### src/dse_pkg.sv
// Shared types and constants for the dual-exponential synapse core.
package dse_pkg;

    localparam int FRAC_BITS_DEF   = 16;
    localparam int STATE_WIDTH_DEF = 48;

    localparam int VALUE_W   = 32;
    localparam int COND_W    = 32;
    localparam int CFG_W     = 32;
    localparam int CFG_IDX_W = 3;
    localparam int DECAY_W   = 17;
    localparam int DIGIT_W   = 16;

    // register indexes
    localparam logic [CFG_IDX_W-1:0] REG_DRIVE_GAIN = 3'd0;
    localparam logic [CFG_IDX_W-1:0] REG_X_DECAY    = 3'd1;
    localparam logic [CFG_IDX_W-1:0] REG_Y_GAIN     = 3'd2;
    localparam logic [CFG_IDX_W-1:0] REG_Y_DECAY    = 3'd3;
    localparam logic [CFG_IDX_W-1:0] REG_PEAK_NORM  = 3'd4;

    // register reset values (raw bit patterns)
    localparam logic [CFG_W-1:0]   DRIVE_GAIN_RST = 32'd65536;
    localparam logic [DECAY_W-1:0] X_DECAY_RST    = 17'd65536;
    localparam logic [CFG_W-1:0]   Y_GAIN_RST     = 32'd0;
    localparam logic [DECAY_W-1:0] Y_DECAY_RST    = 17'd0;
    localparam logic [CFG_W-1:0]   PEAK_NORM_RST  = 32'd65536;

    typedef enum logic [1:0] {
        KIND_ADD   = 2'd0,
        KIND_MOD   = 2'd1,
        KIND_TICK  = 2'd2,
        KIND_CLEAR = 2'd3
    } kind_t;

    // multiply steps, in tick order after OP_MOD
    typedef enum logic [2:0] {
        OP_MOD = 3'd0,  // gain * value
        OP_MA  = 3'd1,  // gain * activation
        OP_DRV = 3'd2,  // temp * drive_gain
        OP_XD  = 3'd3,  // x * x_decay, then x update
        OP_YG  = 3'd4,  // x * y_gain
        OP_YD  = 3'd5,  // y * y_decay, then y update
        OP_PK  = 3'd6   // y * peak_norm, then emit
    } op_t;

    typedef enum logic [1:0] {
        ST_IDLE     = 2'd0,
        ST_MUL_GO   = 2'd1,
        ST_MUL_WAIT = 2'd2
    } state_t;

    typedef struct packed {
        logic load_val;
        logic act_add;
        logic clear;
        logic mul_start;
        logic wb;
        op_t  op;
    } dse_cmd_t;

    typedef struct packed {
        logic mul_busy;
    } dse_sts_t;

endpackage

### src/dse_mul.sv
// Iterative signed fixed-point multiplier, one 16-bit digit per cycle, saturating.
module dse_mul #(
    parameter int FRAC_BITS   = dse_pkg::FRAC_BITS_DEF,
    parameter int STATE_WIDTH = dse_pkg::STATE_WIDTH_DEF
) (
    input  logic                          aclk,
    input  logic                          aresetn,
    input  logic                          start,
    input  logic signed [STATE_WIDTH-1:0] a,
    input  logic signed [STATE_WIDTH-1:0] b,
    output logic                          busy,
    output logic signed [STATE_WIDTH-1:0] result
);

    localparam int SW   = STATE_WIDTH;
    localparam int DGW  = dse_pkg::DIGIT_W;
    localparam int NDIG = (SW + DGW - 1) / DGW;
    localparam int DW   = NDIG * DGW;
    localparam int AW   = 2 * DW;
    localparam int PW   = AW + 1;
    localparam int CW   = $clog2(NDIG + 1);

    localparam logic signed [SW-1:0] SAT_MAX = {1'b0, {(SW-1){1'b1}}};
    localparam logic signed [SW-1:0] SAT_MIN = {1'b1, {(SW-1){1'b0}}};

    logic                 busy_reg;
    logic [CW-1:0]        cnt_reg;
    logic [DW-1:0]        mag_a_reg;
    logic [DW-1:0]        mag_b_reg;
    logic [AW-1:0]        acc_reg;
    logic                 neg_reg;
    logic signed [SW-1:0] res_reg;

    logic [SW-1:0]        abs_a;
    logic [SW-1:0]        abs_b;
    logic [DGW-1:0]       digit;
    logic [DW+DGW-1:0]    pp;
    logic [AW-1:0]        acc_next;
    logic signed [PW-1:0] prod;
    logic signed [PW-1:0] shifted;
    logic                 fits;
    logic signed [SW-1:0] sat_val;

    always_comb begin
        abs_a    = a[SW-1] ? (~a + 1'b1) : a;
        abs_b    = b[SW-1] ? (~b + 1'b1) : b;
        digit    = mag_b_reg[DW-1 -: DGW];
        pp       = mag_a_reg * digit;
        acc_next = {acc_reg[AW-DGW-1:0], {DGW{1'b0}}} + AW'(pp);
        prod     = neg_reg ? -$signed({1'b0, acc_reg}) : $signed({1'b0, acc_reg});
        shifted  = prod >>> FRAC_BITS;
        fits     = (&shifted[PW-1:SW-1]) || !(|shifted[PW-1:SW-1]);
        if (fits) begin
            sat_val = shifted[SW-1:0];
        end else if (shifted[PW-1]) begin
            sat_val = SAT_MIN;
        end else begin
            sat_val = SAT_MAX;
        end
    end

    always_ff @(posedge aclk) begin
        if (!aresetn) begin
            busy_reg <= 1'b0;
            cnt_reg  <= '0;
        end else if (start) begin
            busy_reg <= 1'b1;
            cnt_reg  <= CW'(NDIG);
        end else if (busy_reg) begin
            if (cnt_reg != '0) begin
                cnt_reg <= cnt_reg - 1'b1;
            end else begin
                busy_reg <= 1'b0;
            end
        end
    end

    always_ff @(posedge aclk) begin
        if (start) begin
            mag_a_reg <= DW'(abs_a);
            mag_b_reg <= DW'(abs_b);
            neg_reg   <= a[SW-1] ^ b[SW-1];
            acc_reg   <= '0;
        end else if (busy_reg && cnt_reg != '0) begin
            acc_reg   <= acc_next;
            mag_b_reg <= {mag_b_reg[DW-DGW-1:0], {DGW{1'b0}}};
        end else if (busy_reg) begin
            res_reg   <= sat_val;
        end
    end

    assign busy   = busy_reg;
    assign result = res_reg;

endmodule

### src/dse_datapath.sv
// Datapath: registers, state, operand selection and saturating write-back.
module dse_datapath #(
    parameter int FRAC_BITS   = dse_pkg::FRAC_BITS_DEF,
    parameter int STATE_WIDTH = dse_pkg::STATE_WIDTH_DEF
) (
    input  logic                                  aclk,
    input  logic                                  aresetn,
    input  dse_pkg::dse_cmd_t                     cmd,
    output dse_pkg::dse_sts_t                     sts,
    input  logic signed [dse_pkg::VALUE_W-1:0]    s_value,
    input  logic                                  cfg_we,
    input  logic [dse_pkg::CFG_IDX_W-1:0]         cfg_index,
    input  logic [dse_pkg::CFG_W-1:0]             cfg_wdata,
    output logic signed [dse_pkg::COND_W-1:0]     m_conductance
);

    localparam int SW = STATE_WIDTH;
    localparam int CD = dse_pkg::COND_W;

    localparam logic signed [SW-1:0] ONE     = SW'(1) << FRAC_BITS;
    localparam logic signed [SW-1:0] SAT_MAX = {1'b0, {(SW-1){1'b1}}};
    localparam logic signed [SW-1:0] SAT_MIN = {1'b1, {(SW-1){1'b0}}};
    localparam logic signed [CD-1:0] C_MAX   = {1'b0, {(CD-1){1'b1}}};
    localparam logic signed [CD-1:0] C_MIN   = {1'b1, {(CD-1){1'b0}}};

    function automatic logic signed [SW-1:0] sat_add(input logic signed [SW-1:0] x,
                                                     input logic signed [SW-1:0] y);
        logic signed [SW:0] s;
        s = {x[SW-1], x} + {y[SW-1], y};
        if (s[SW] != s[SW-1]) begin
            return s[SW] ? SAT_MIN : SAT_MAX;
        end
        return s[SW-1:0];
    endfunction

    logic signed [SW-1:0] act_reg, mod_reg, x_reg, y_reg, t_reg;
    logic signed [dse_pkg::VALUE_W-1:0] val_reg;
    logic signed [dse_pkg::CFG_W-1:0]   drive_gain_reg, y_gain_reg, peak_norm_reg;
    logic [dse_pkg::DECAY_W-1:0]        x_decay_reg, y_decay_reg;
    logic signed [CD-1:0]               cond_reg;

    logic signed [SW-1:0] mul_a, mul_b, mul_res;
    logic                 mul_busy;
    logic                 fits32;
    logic signed [CD-1:0] cond_sat;

    always_comb begin
        case (cmd.op)
            dse_pkg::OP_MOD: begin mul_a = mod_reg; mul_b = SW'(val_reg);        end
            dse_pkg::OP_MA:  begin mul_a = mod_reg; mul_b = act_reg;             end
            dse_pkg::OP_DRV: begin mul_a = t_reg;   mul_b = SW'(drive_gain_reg); end
            dse_pkg::OP_XD:  begin mul_a = x_reg;   mul_b = SW'(x_decay_reg);    end
            dse_pkg::OP_YG:  begin mul_a = x_reg;   mul_b = SW'(y_gain_reg);     end
            dse_pkg::OP_YD:  begin mul_a = y_reg;   mul_b = SW'(y_decay_reg);    end
            dse_pkg::OP_PK:  begin mul_a = y_reg;   mul_b = SW'(peak_norm_reg);  end
            default:         begin mul_a = '0;      mul_b = '0;                  end
        endcase
        fits32   = (&mul_res[SW-1:CD-1]) || !(|mul_res[SW-1:CD-1]);
        cond_sat = fits32 ? mul_res[CD-1:0] : (mul_res[SW-1] ? C_MIN : C_MAX);
    end

    dse_mul #(
        .FRAC_BITS   (FRAC_BITS),
        .STATE_WIDTH (STATE_WIDTH)
    ) u_mul (
        .aclk    (aclk),
        .aresetn (aresetn),
        .start   (cmd.mul_start),
        .a       (mul_a),
        .b       (mul_b),
        .busy    (mul_busy),
        .result  (mul_res)
    );

    // configuration registers
    always_ff @(posedge aclk) begin
        if (!aresetn) begin
            drive_gain_reg <= dse_pkg::DRIVE_GAIN_RST;
            x_decay_reg    <= dse_pkg::X_DECAY_RST;
            y_gain_reg     <= dse_pkg::Y_GAIN_RST;
            y_decay_reg    <= dse_pkg::Y_DECAY_RST;
            peak_norm_reg  <= dse_pkg::PEAK_NORM_RST;
        end else if (cfg_we) begin
            case (cfg_index)
                dse_pkg::REG_DRIVE_GAIN: drive_gain_reg <= cfg_wdata;
                dse_pkg::REG_X_DECAY:    x_decay_reg    <= cfg_wdata[dse_pkg::DECAY_W-1:0];
                dse_pkg::REG_Y_GAIN:     y_gain_reg     <= cfg_wdata;
                dse_pkg::REG_Y_DECAY:    y_decay_reg    <= cfg_wdata[dse_pkg::DECAY_W-1:0];
                dse_pkg::REG_PEAK_NORM:  peak_norm_reg  <= cfg_wdata;
                default: ;
            endcase
        end
    end

    // synapse state
    always_ff @(posedge aclk) begin
        if (!aresetn || cmd.clear) begin
            act_reg <= '0;
            mod_reg <= ONE;
            x_reg   <= '0;
            y_reg   <= '0;
        end else if (cmd.act_add) begin
            act_reg <= sat_add(act_reg, SW'(s_value));
        end else if (cmd.wb) begin
            case (cmd.op)
                dse_pkg::OP_MOD: mod_reg <= mul_res;
                dse_pkg::OP_XD:  x_reg   <= sat_add(t_reg, mul_res);
                dse_pkg::OP_YD:  y_reg   <= sat_add(t_reg, mul_res);
                dse_pkg::OP_PK: begin
                    act_reg <= '0;
                    mod_reg <= ONE;
                end
                default: ;
            endcase
        end
    end

    // operand and result holding
    always_ff @(posedge aclk) begin
        if (cmd.load_val) begin
            val_reg <= s_value;
        end
        if (cmd.wb) begin
            case (cmd.op)
                dse_pkg::OP_MA, dse_pkg::OP_DRV, dse_pkg::OP_YG: t_reg    <= mul_res;
                dse_pkg::OP_PK:                                  cond_reg <= cond_sat;
                default: ;
            endcase
        end
    end

    assign sts.mul_busy  = mul_busy;
    assign m_conductance = cond_reg;

endmodule

### src/dse_ctrl.sv
// Controller: accepts items, sequences the multiply steps, owns the output valid.
module dse_ctrl (
    input  logic              aclk,
    input  logic              aresetn,
    input  logic              s_valid,
    output logic              s_ready,
    input  logic [1:0]        s_kind,
    output logic              m_valid,
    input  logic              m_ready,
    output dse_pkg::dse_cmd_t cmd,
    input  dse_pkg::dse_sts_t sts
);

    dse_pkg::state_t state_reg, state_next;
    dse_pkg::op_t    op_reg, op_next;
    logic            m_valid_reg, m_valid_next;
    logic            emit;

    always_ff @(posedge aclk) begin
        if (!aresetn) begin
            state_reg   <= dse_pkg::ST_IDLE;
            op_reg      <= dse_pkg::OP_MOD;
            m_valid_reg <= 1'b0;
        end else begin
            state_reg   <= state_next;
            op_reg      <= op_next;
            m_valid_reg <= m_valid_next;
        end
    end

    always_comb begin
        state_next = state_reg;
        op_next    = op_reg;
        s_ready    = 1'b0;
        cmd        = '0;
        cmd.op     = op_reg;
        case (state_reg)
            dse_pkg::ST_IDLE: begin
                s_ready = 1'b1;
                if (s_valid) begin
                    cmd.load_val = 1'b1;
                    case (dse_pkg::kind_t'(s_kind))
                        dse_pkg::KIND_ADD:   cmd.act_add = 1'b1;
                        dse_pkg::KIND_MOD: begin
                            op_next    = dse_pkg::OP_MOD;
                            state_next = dse_pkg::ST_MUL_GO;
                        end
                        dse_pkg::KIND_TICK: begin
                            op_next    = dse_pkg::OP_MA;
                            state_next = dse_pkg::ST_MUL_GO;
                        end
                        dse_pkg::KIND_CLEAR: cmd.clear = 1'b1;
                        default: ;
                    endcase
                end
            end
            dse_pkg::ST_MUL_GO: begin
                cmd.mul_start = 1'b1;
                state_next    = dse_pkg::ST_MUL_WAIT;
            end
            dse_pkg::ST_MUL_WAIT: begin
                // final step holds until the output register is free
                if (!sts.mul_busy &&
                    (op_reg != dse_pkg::OP_PK || !m_valid_reg || m_ready)) begin
                    cmd.wb     = 1'b1;
                    state_next = dse_pkg::ST_MUL_GO;
                    case (op_reg)
                        dse_pkg::OP_MOD: state_next = dse_pkg::ST_IDLE;
                        dse_pkg::OP_MA:  op_next    = dse_pkg::OP_DRV;
                        dse_pkg::OP_DRV: op_next    = dse_pkg::OP_XD;
                        dse_pkg::OP_XD:  op_next    = dse_pkg::OP_YG;
                        dse_pkg::OP_YG:  op_next    = dse_pkg::OP_YD;
                        dse_pkg::OP_YD:  op_next    = dse_pkg::OP_PK;
                        dse_pkg::OP_PK:  state_next = dse_pkg::ST_IDLE;
                        default:         state_next = dse_pkg::ST_IDLE;
                    endcase
                end
            end
            default: state_next = dse_pkg::ST_IDLE;
        endcase
        emit = cmd.wb && (op_reg == dse_pkg::OP_PK);
        if (emit) begin
            m_valid_next = 1'b1;
        end else if (m_ready) begin
            m_valid_next = 1'b0;
        end else begin
            m_valid_next = m_valid_reg;
        end
    end

    assign m_valid = m_valid_reg;

    a_idle_mul_free: assert property (@(posedge aclk) disable iff (!aresetn)
        s_ready |-> !sts.mul_busy)
        else $error("item taken while multiplier busy");

    a_emit_slot_free: assert property (@(posedge aclk) disable iff (!aresetn)
        (cmd.wb && cmd.op == dse_pkg::OP_PK) |-> (!m_valid_reg || m_ready))
        else $error("result overwrites an untaken conductance");

    a_start_busy: assert property (@(posedge aclk) disable iff (!aresetn)
        cmd.mul_start |=> sts.mul_busy)
        else $error("multiplier did not start");

endmodule

### src/dual_exponential_synapse_core.sv
// Top level of the dual-exponential synaptic conductance core.
//
// Input channel (s_valid/s_ready, s_kind, s_value): activation adds s_value to
// the accumulator, modulation multiplies the gain by s_value, a tick advances
// both first-order stages and yields one conductance, a clear restores the
// state to its reset values. One transfer is taken at a time.
// Result channel (m_valid/m_ready, m_conductance): one transfer per tick,
// saturated signed fixed point with FRAC_BITS fractional bits.
// Configuration: cfg_we writes cfg_wdata to register cfg_index at the edge;
// indexes above peak_norm are ignored. Write only while the core is idle.
// Each multiply works on NDIG = ceil(STATE_WIDTH/16) digits (3 by default).
// Activations and clears are applied at the edge that takes them; a
// modulation is one multiply and a tick six. Each multiply issues, runs one
// digit per cycle on the shared multiplier, finishes and writes back.
// The conductance sits in an output register, so further items are taken
// while it waits; a following tick holds at its last step if the receiver
// stalls. Reset (aresetn low, synchronous) restores configuration registers and state.
module dual_exponential_synapse_core #(
    parameter int FRAC_BITS   = dse_pkg::FRAC_BITS_DEF,
    parameter int STATE_WIDTH = dse_pkg::STATE_WIDTH_DEF
) (
    input  logic                               aclk,
    input  logic                               aresetn,
    // input channel
    input  logic                               s_valid,
    output logic                               s_ready,
    input  logic [1:0]                         s_kind,
    input  logic signed [dse_pkg::VALUE_W-1:0] s_value,
    // result channel
    output logic                               m_valid,
    input  logic                               m_ready,
    output logic signed [dse_pkg::COND_W-1:0]  m_conductance,
    // configuration write port
    input  logic                               cfg_we,
    input  logic [dse_pkg::CFG_IDX_W-1:0]      cfg_index,
    input  logic [dse_pkg::CFG_W-1:0]          cfg_wdata
);

    dse_pkg::dse_cmd_t cmd;
    dse_pkg::dse_sts_t sts;

    // sequencing and handshakes
    dse_ctrl u_ctrl (
        .aclk    (aclk),
        .aresetn (aresetn),
        .s_valid (s_valid),
        .s_ready (s_ready),
        .s_kind  (s_kind),
        .m_valid (m_valid),
        .m_ready (m_ready),
        .cmd     (cmd),
        .sts     (sts)
    );

    // state, coefficients and the shared multiplier
    dse_datapath #(
        .FRAC_BITS   (FRAC_BITS),
        .STATE_WIDTH (STATE_WIDTH)
    ) u_datapath (
        .aclk          (aclk),
        .aresetn       (aresetn),
        .cmd           (cmd),
        .sts           (sts),
        .s_value       (s_value),
        .cfg_we        (cfg_we),
        .cfg_index     (cfg_index),
        .cfg_wdata     (cfg_wdata),
        .m_conductance (m_conductance)
    );

endmodule

### config.mk
export PLATFORM = sky130hd
export DESIGN_NAME = dual_exponential_synapse_core
export DESIGN_NICKNAME = d
export VERILOG_FILES = /design/src/dse_pkg.sv /design/src/dse_mul.sv /design/src/dse_datapath.sv /design/src/dse_ctrl.sv /design/src/dual_exponential_synapse_core.sv
export SDC_FILE = /design/constraint.sdc
export NUM_CORES = 2
export LEC_CHECK = 0
export BUFFER_PORTS_ARGS = -buffer_cell sky130_fd_sc_hd__buf_2
export CAP_MARGIN = 25
export CORE_MARGIN = 2
export CORE_UTILIZATION = 60
export CTS_CLUSTER_DIAMETER = 30
export DETAILED_ROUTE_END_ITERATION = 6
export PLACE_DENSITY = 0.82
export REMOVE_ABC_BUFFERS = 1
export SYNTH_ARGS = -nofsm -noshare
export SYNTH_HDL_FRONTEND = slang
export SYNTH_SLANG_ARGS = --single-unit
### constraint.sdc
create_clock -name aclk -period 9.9 [get_ports aclk]
set_input_delay 0.495 -clock aclk [delete_from_list [all_inputs] [get_ports aclk]]
set_output_delay 0.495 -clock aclk [all_outputs]
set_load 0.05 [all_outputs]
# After elaboration in Yosys (flattened, before gate mapping)
# Cells that the tools add are included.
# op_classes
n_addsub	7
eq_ne	23
n_bitwise	6
mux	60
n_mul	1
n_reduce_logical	51
# ops
cell	count
48-bit two-way mux	15
48-bit case mux with 7 select lines	1
48-bit case mux with 4 select lines	1
97-bit two-way mux	1
96-bit negation with 97-bit output	1
48-bit by 1-bit adder with 48-bit output, second input constant	2
96-bit by 64-bit adder with 96-bit output	1
48-bit NOT	2
48-bit case mux with 2 select lines	1
48-bit by 16-bit multiplier with 64-bit output	1
32-bit two-way mux	2
48-bit by 32-bit adder with 49-bit output	1
48-bit by 48-bit adder with 49-bit output	1
47-bit two-way mux	1
34-bit AND reduction	1
34-bit OR reduction	1
1-bit two-way mux	24
2-bit AND reduction	9
2-bit nonzero test	9
17-bit AND reduction	1
17-bit OR reduction	1
3-bit case mux with 5 select lines	1
3-bit AND reduction	5
3-bit by 2-bit equality test with 1-bit output, second input constant	4
other kinds (25)	61
# totals
wordCells	171
inputBits	74
out_inout_bits	34
ff_bits	684

# Depth between registers and ports, before layout
# depth
word_depth	10
ltp_mapped	29
ltp_nobuf	25

# Hierarchy
# From an unflattened synthesis, not the netlist that was laid out.
# hier_totals
hier_cells	7419
area_unflattened_um2	63912.5
# modules_own_cells
mod	cells_per_inst	seq_area_each_um2	n_inst	area_each_um2
dse_mul	4474	6336.1	1	39173.8
dse_datapath	2893	9809.4	1	24299.6
dse_ctrl	52	120.1	1	439.2

# Worst setup path before layout
# No wires, ideal clock.
# synth_path
path_type	register to register
start	reg u_datapath.u_mul.mag_b_reg[38]
end	reg u_datapath.u_mul.acc_reg[78]
setup_ns	0.117
required_time_ns	9.783
arrival_time_ns	7.200
path_stages_with_launch	28
n_path_buf	3
synth_period_minus_slack_ns	7.317
setup_slack_ns	2.583
cell_sequence	edfxtp_1 -> clkbuf_1 -> clkbuf_1 -> nand2_1 -> fa_1 -> inv_1 -> fa_1 -> inv_1 -> fa_1 -> inv_1 -> fa_1 -> fa_1 -> inv_1 -> fa_1 -> inv_1 -> ha_1 -> clkbuf_1 -> nand4_1 -> or3_1 -> or2_2 -> nand2b_1 -> nor3_1 -> o21ai_0 -> a31o_2 -> a211oi_1 -> o21ai_0 -> xnor2_1 -> a22o_1
# synth_between
elab_chain_cells	2
# synth_rtl
item	line_no	rtl
start, declared	dse_mul.sv:29	logic [DW-1:0] mag_b_reg;
start signal, assigned	dse_mul.sv:81	mag_b_reg <= DW'(abs_b);
start signal, assigned	dse_mul.sv:86	mag_b_reg <= {mag_b_reg[DW-DGW-1:0], {DGW{1'b0}}};
48-bit by 16-bit multiplier with 64-bit output	dse_mul.sv:48	pp = mag_a_reg * digit;
96-bit by 64-bit adder with 96-bit output	dse_mul.sv:49	acc_next = {acc_reg[AW-DGW-1:0], {DGW{1'b0}}} + AW'(pp);
end signal, assigned	dse_mul.sv:85	acc_reg <= acc_next;
end, declared	dse_mul.sv:30	logic [AW-1:0] acc_reg;
# No other way between the ends.
# A chain may end at the register's enable or synchronous reset.

# Worst setup path in the final report
# layout_path
start	reg u_datapath.u_mul.mag_b_reg[34]
end	reg u_datapath.u_mul.acc_reg[84]
# Same word-level chain as after synthesis.

==> reports/qor.yml <==
synthAdderAreaFrac: 0.267
rows: 119
synthMuxAreaShare: 0.0275
hold_depth: 3
syn_avg_cell_area_um2: 8.56
r2r_setup_slack_ns: 0.95
h-tree-depth: 4
hpwl_um: 148000
power.internal_uw: 9800
failed_checks: "DRC"
worst_r2r_path_depth: 24
gp_congestion: 1.03
tritoncts: "yes"
crit_type: "flop to flop"
core-area_um2: 105000
synth_top_family_by_area: "adder cells"
grt_pass1_vias: 57100
drtPass1Iterations: 7
route.detailed.drc: 5
cp.arrival_ns: 9.63
crit_fanout: 27
fin_tns_setup_ns: 0
netSwitchingFraction: 0.460
grt-ovfl-total: 0
r2r_start: "u_datapath.u_mul.mag_b_reg[34]$_DFFE_PP_"
cts_buffer_depth: 3
place_worst_setup_slack_ns: 1.31
ant_nets: 0
critical-path-max-stage-delay_ns: 1.01
synthXorXnorAreaFrac: 0.0438
finalCriticalPeriod_ns: 8.95
syn_area_um2: 63900
cts_setup_buffers: 0
cp_slowest_cell: "edfxtp_1"
grt_usage: 0.384
io_buffer_count: 107
power.share.clock: 0.278
dieHeight_um: 330
vias_per_cell: 6.38
cts_hold_buf: 46
power.switching_uw: 8360
relSlewSlack: 0.213
ctsRootBufferMaster: "clkbuf_16"
synth_flop_cell: "dfxtp_1"
ys_seq_area_frac: 0.255
grt_max_degree: 97
antenna_found_initial: 10
hp-class: "primary input to flop"
cts.repair.resized: 0
max_clock_freq_ghz: 0.112
clk_latency_ns: 0.79
synth_edf_count: 257
via_count: 56900
grt_setup_unrepaired: "no"
power_uw: 18200
grt_pass1_wl_um: 322000
initial_core_util: 0.606
synth_cell_type_count: 93
drive_gt1_frac: 0.0770
worstHoldEndpoint: "u_datapath.peak_norm_reg[13]$_SDFFE_PN0P_"
mostFrequentLayoutCells: "nand2_1, inv_1, fa_1"
drtIter0Drc: 7364
path_clk_slew_ns: 0.05
layout.nets: 8413
seqPwrFrac: 0.185
area_growth_pct: 11.1
fin_skew_ns: 0.0422
maxCapViolCount: 0
yosysWarnings: 0
die_w_um: 330
pwr-share-comb: 0.538
cts_sinks: 684
synth_compound_area_frac: 0.148
layout_setup_ws_ns: 0.946
die-area_um2: 109000
synth_cells: 7460
ioPinCount: 108
start_kind: "flop"
timing.final.crit_share: 0.904
worst_slew_pin_slew_ns: 1.17
end_kind: "flop"
power_density_nw_per_um2: 256
hold_start: "cfg_wdata[13]"
synthArstFlopShare: 0
timing.rr.end: "u_datapath.u_mul.acc_reg[84]$_SDFFE_PP0P_"
ys_seq_elements: 684
setup_viol: 0
p_leak_uw: 0.0306
wl_per_cell_um: 23.4
worst_ir_drop_vdd_mv: 0.314
outcome: "complete, but fails checks"
num-fill-cells: 7896
path_cells: "buf_4, nand2_1, fa_1, inv_1, fa_1, inv_1, fa_1, inv_1, fa_1, fa_1, inv_1, fa_1, inv_1, ha_1, inv_1, nor4_1, a221oi_1, o21ai_0, o21ai_0, nor2b_1, a221oi_1, nand4_1, xor2_1, o21ai_0"
routed_wl_um: 208000
largest_reg_flops: 96
drv_slew: 0
numCtsBuffers: 148
synthSimpleGateAreaFrac: 0.178
critPathRequiredTime_ns: 10.58
hold_viol_final: 0
final_common_cell: "nand2_1"
-- metal layers --
metal | track usage | vias to the layer above | wire, um
met5 | 0 | - | 23
met4 | 0.253 | 4 | 16400
met3 | 0.110 | 998 | 26700
met2 | 0.584 | 4000 | 91200
met1 | 0.478 | 27400 | 74200
li1 | - | 24500 | -
-- how the worst max path moves through the flow --
stage,end,cells after the start,slack [ns],start
after floorplan,u_datapath.u_mul.acc_reg[94]$_SDFFE_PP0P_,24,2.52,u_datapath.u_mul.mag_b_reg[35]$_DFFE_PP_
after global placement,u_datapath.u_mul.acc_reg[91]$_SDFFE_PP0P_,23,1.40,u_datapath.u_mul.mag_b_reg[39]$_DFFE_PP_
after detailed placement,u_datapath.u_mul.acc_reg[84]$_SDFFE_PP0P_,24,1.31,u_datapath.u_mul.mag_b_reg[34]$_DFFE_PP_
after CTS,u_datapath.u_mul.acc_reg[92]$_SDFFE_PP0P_,24,1.25,u_datapath.u_mul.mag_b_reg[34]$_DFFE_PP_
after global routing,u_datapath.u_mul.acc_reg[88]$_SDFFE_PP0P_,24,0.63,u_datapath.u_mul.mag_b_reg[34]$_DFFE_PP_
final,u_datapath.u_mul.acc_reg[84]$_SDFFE_PP0P_,24,0.95,u_datapath.u_mul.mag_b_reg[34]$_DFFE_PP_
-- cells by family (layout without fill, tap and decap cells) --
| group | count (synthesis) | count (layout) |
|---|---|---|
| mux | 157 | 157 |
| xor+xnor | 319 | 319 |
| flops | 684 | 684 |
| fa+ha+maj | 949 | 949 |
| simple gates | 2485 | 2485 |
| buf+inv | 1358 | 1417 |
| other cells | 0 | 7 |
| compound gates | 1508 | 1508 |
-- power groups by stage --
stage	Combinational [uW]	Sequential, uW	Clock, uW
6_report	9770	3360	5040
5_1_grt	10600	3360	5190
4_1_cts	9380	3340	5040
3_5_place_dp	9260	3390	0
3_3_place_gp	9190	3380	0
2_1_floorplan	6600	3300	0
-- through the flow --
step	instance area, um^2	instances	util	hold WS, ns
floorplan	62000	6988	-	0.425
global placement	65200	8581	0.618	0.434
detailed placement	65300	8585	0.619	0.444
CTS	70900	8908	0.673	0.00229
global route	71000	8917	0.673	0.0273
finish	71000	8917	0.673	0.0210
-- cell type report --
cell class              instances  area [um^2]  share of cell area
inverters                     886         3330              0.0469
well taps                    1391         1740              0.0245
multi-input cells            5418        42500               0.600
clock inverters                94         1100              0.0155
repair buffers                254         1880              0.0266
diodes                          7         17.5            0.000247
clock buffers                 183         4070              0.0574
flip-flops and latches        684        16300               0.229
-- critical path, delay by kind of cell, from the launching register on --
kind / cells / cell delay, ns
buf+inv: 7 / 0.91
fa+ha+maj: 7 / 3.42
simple gates: 4 / 1.04
xor+xnor: 1 / 0.19
compound gates: 5 / 2.28
flops: 1 / 1.01
-- cells in the mapped netlist, types with 124 or more instances --
library cell / instances / area, um^2
o21ai_0: 398 / 1990
nor2_1: 333 / 1250
ha_1: 255 / 3190
clkbuf_1: 421 / 1580
edfxtp_1: 257 / 7720
dfxtp_1: 427 / 8550
and2_1: 304 / 1900
xnor2_1: 163 / 1430
fa_1: 692 / 13900
xor2_1: 156 / 1370
inv_1: 883 / 3310
a21boi_0: 134 / 1010
nand3_1: 124 / 621
nand2_1: 1307 / 4910
a21oi_1: 450 / 2250
(Power assumes the default switching activity.)
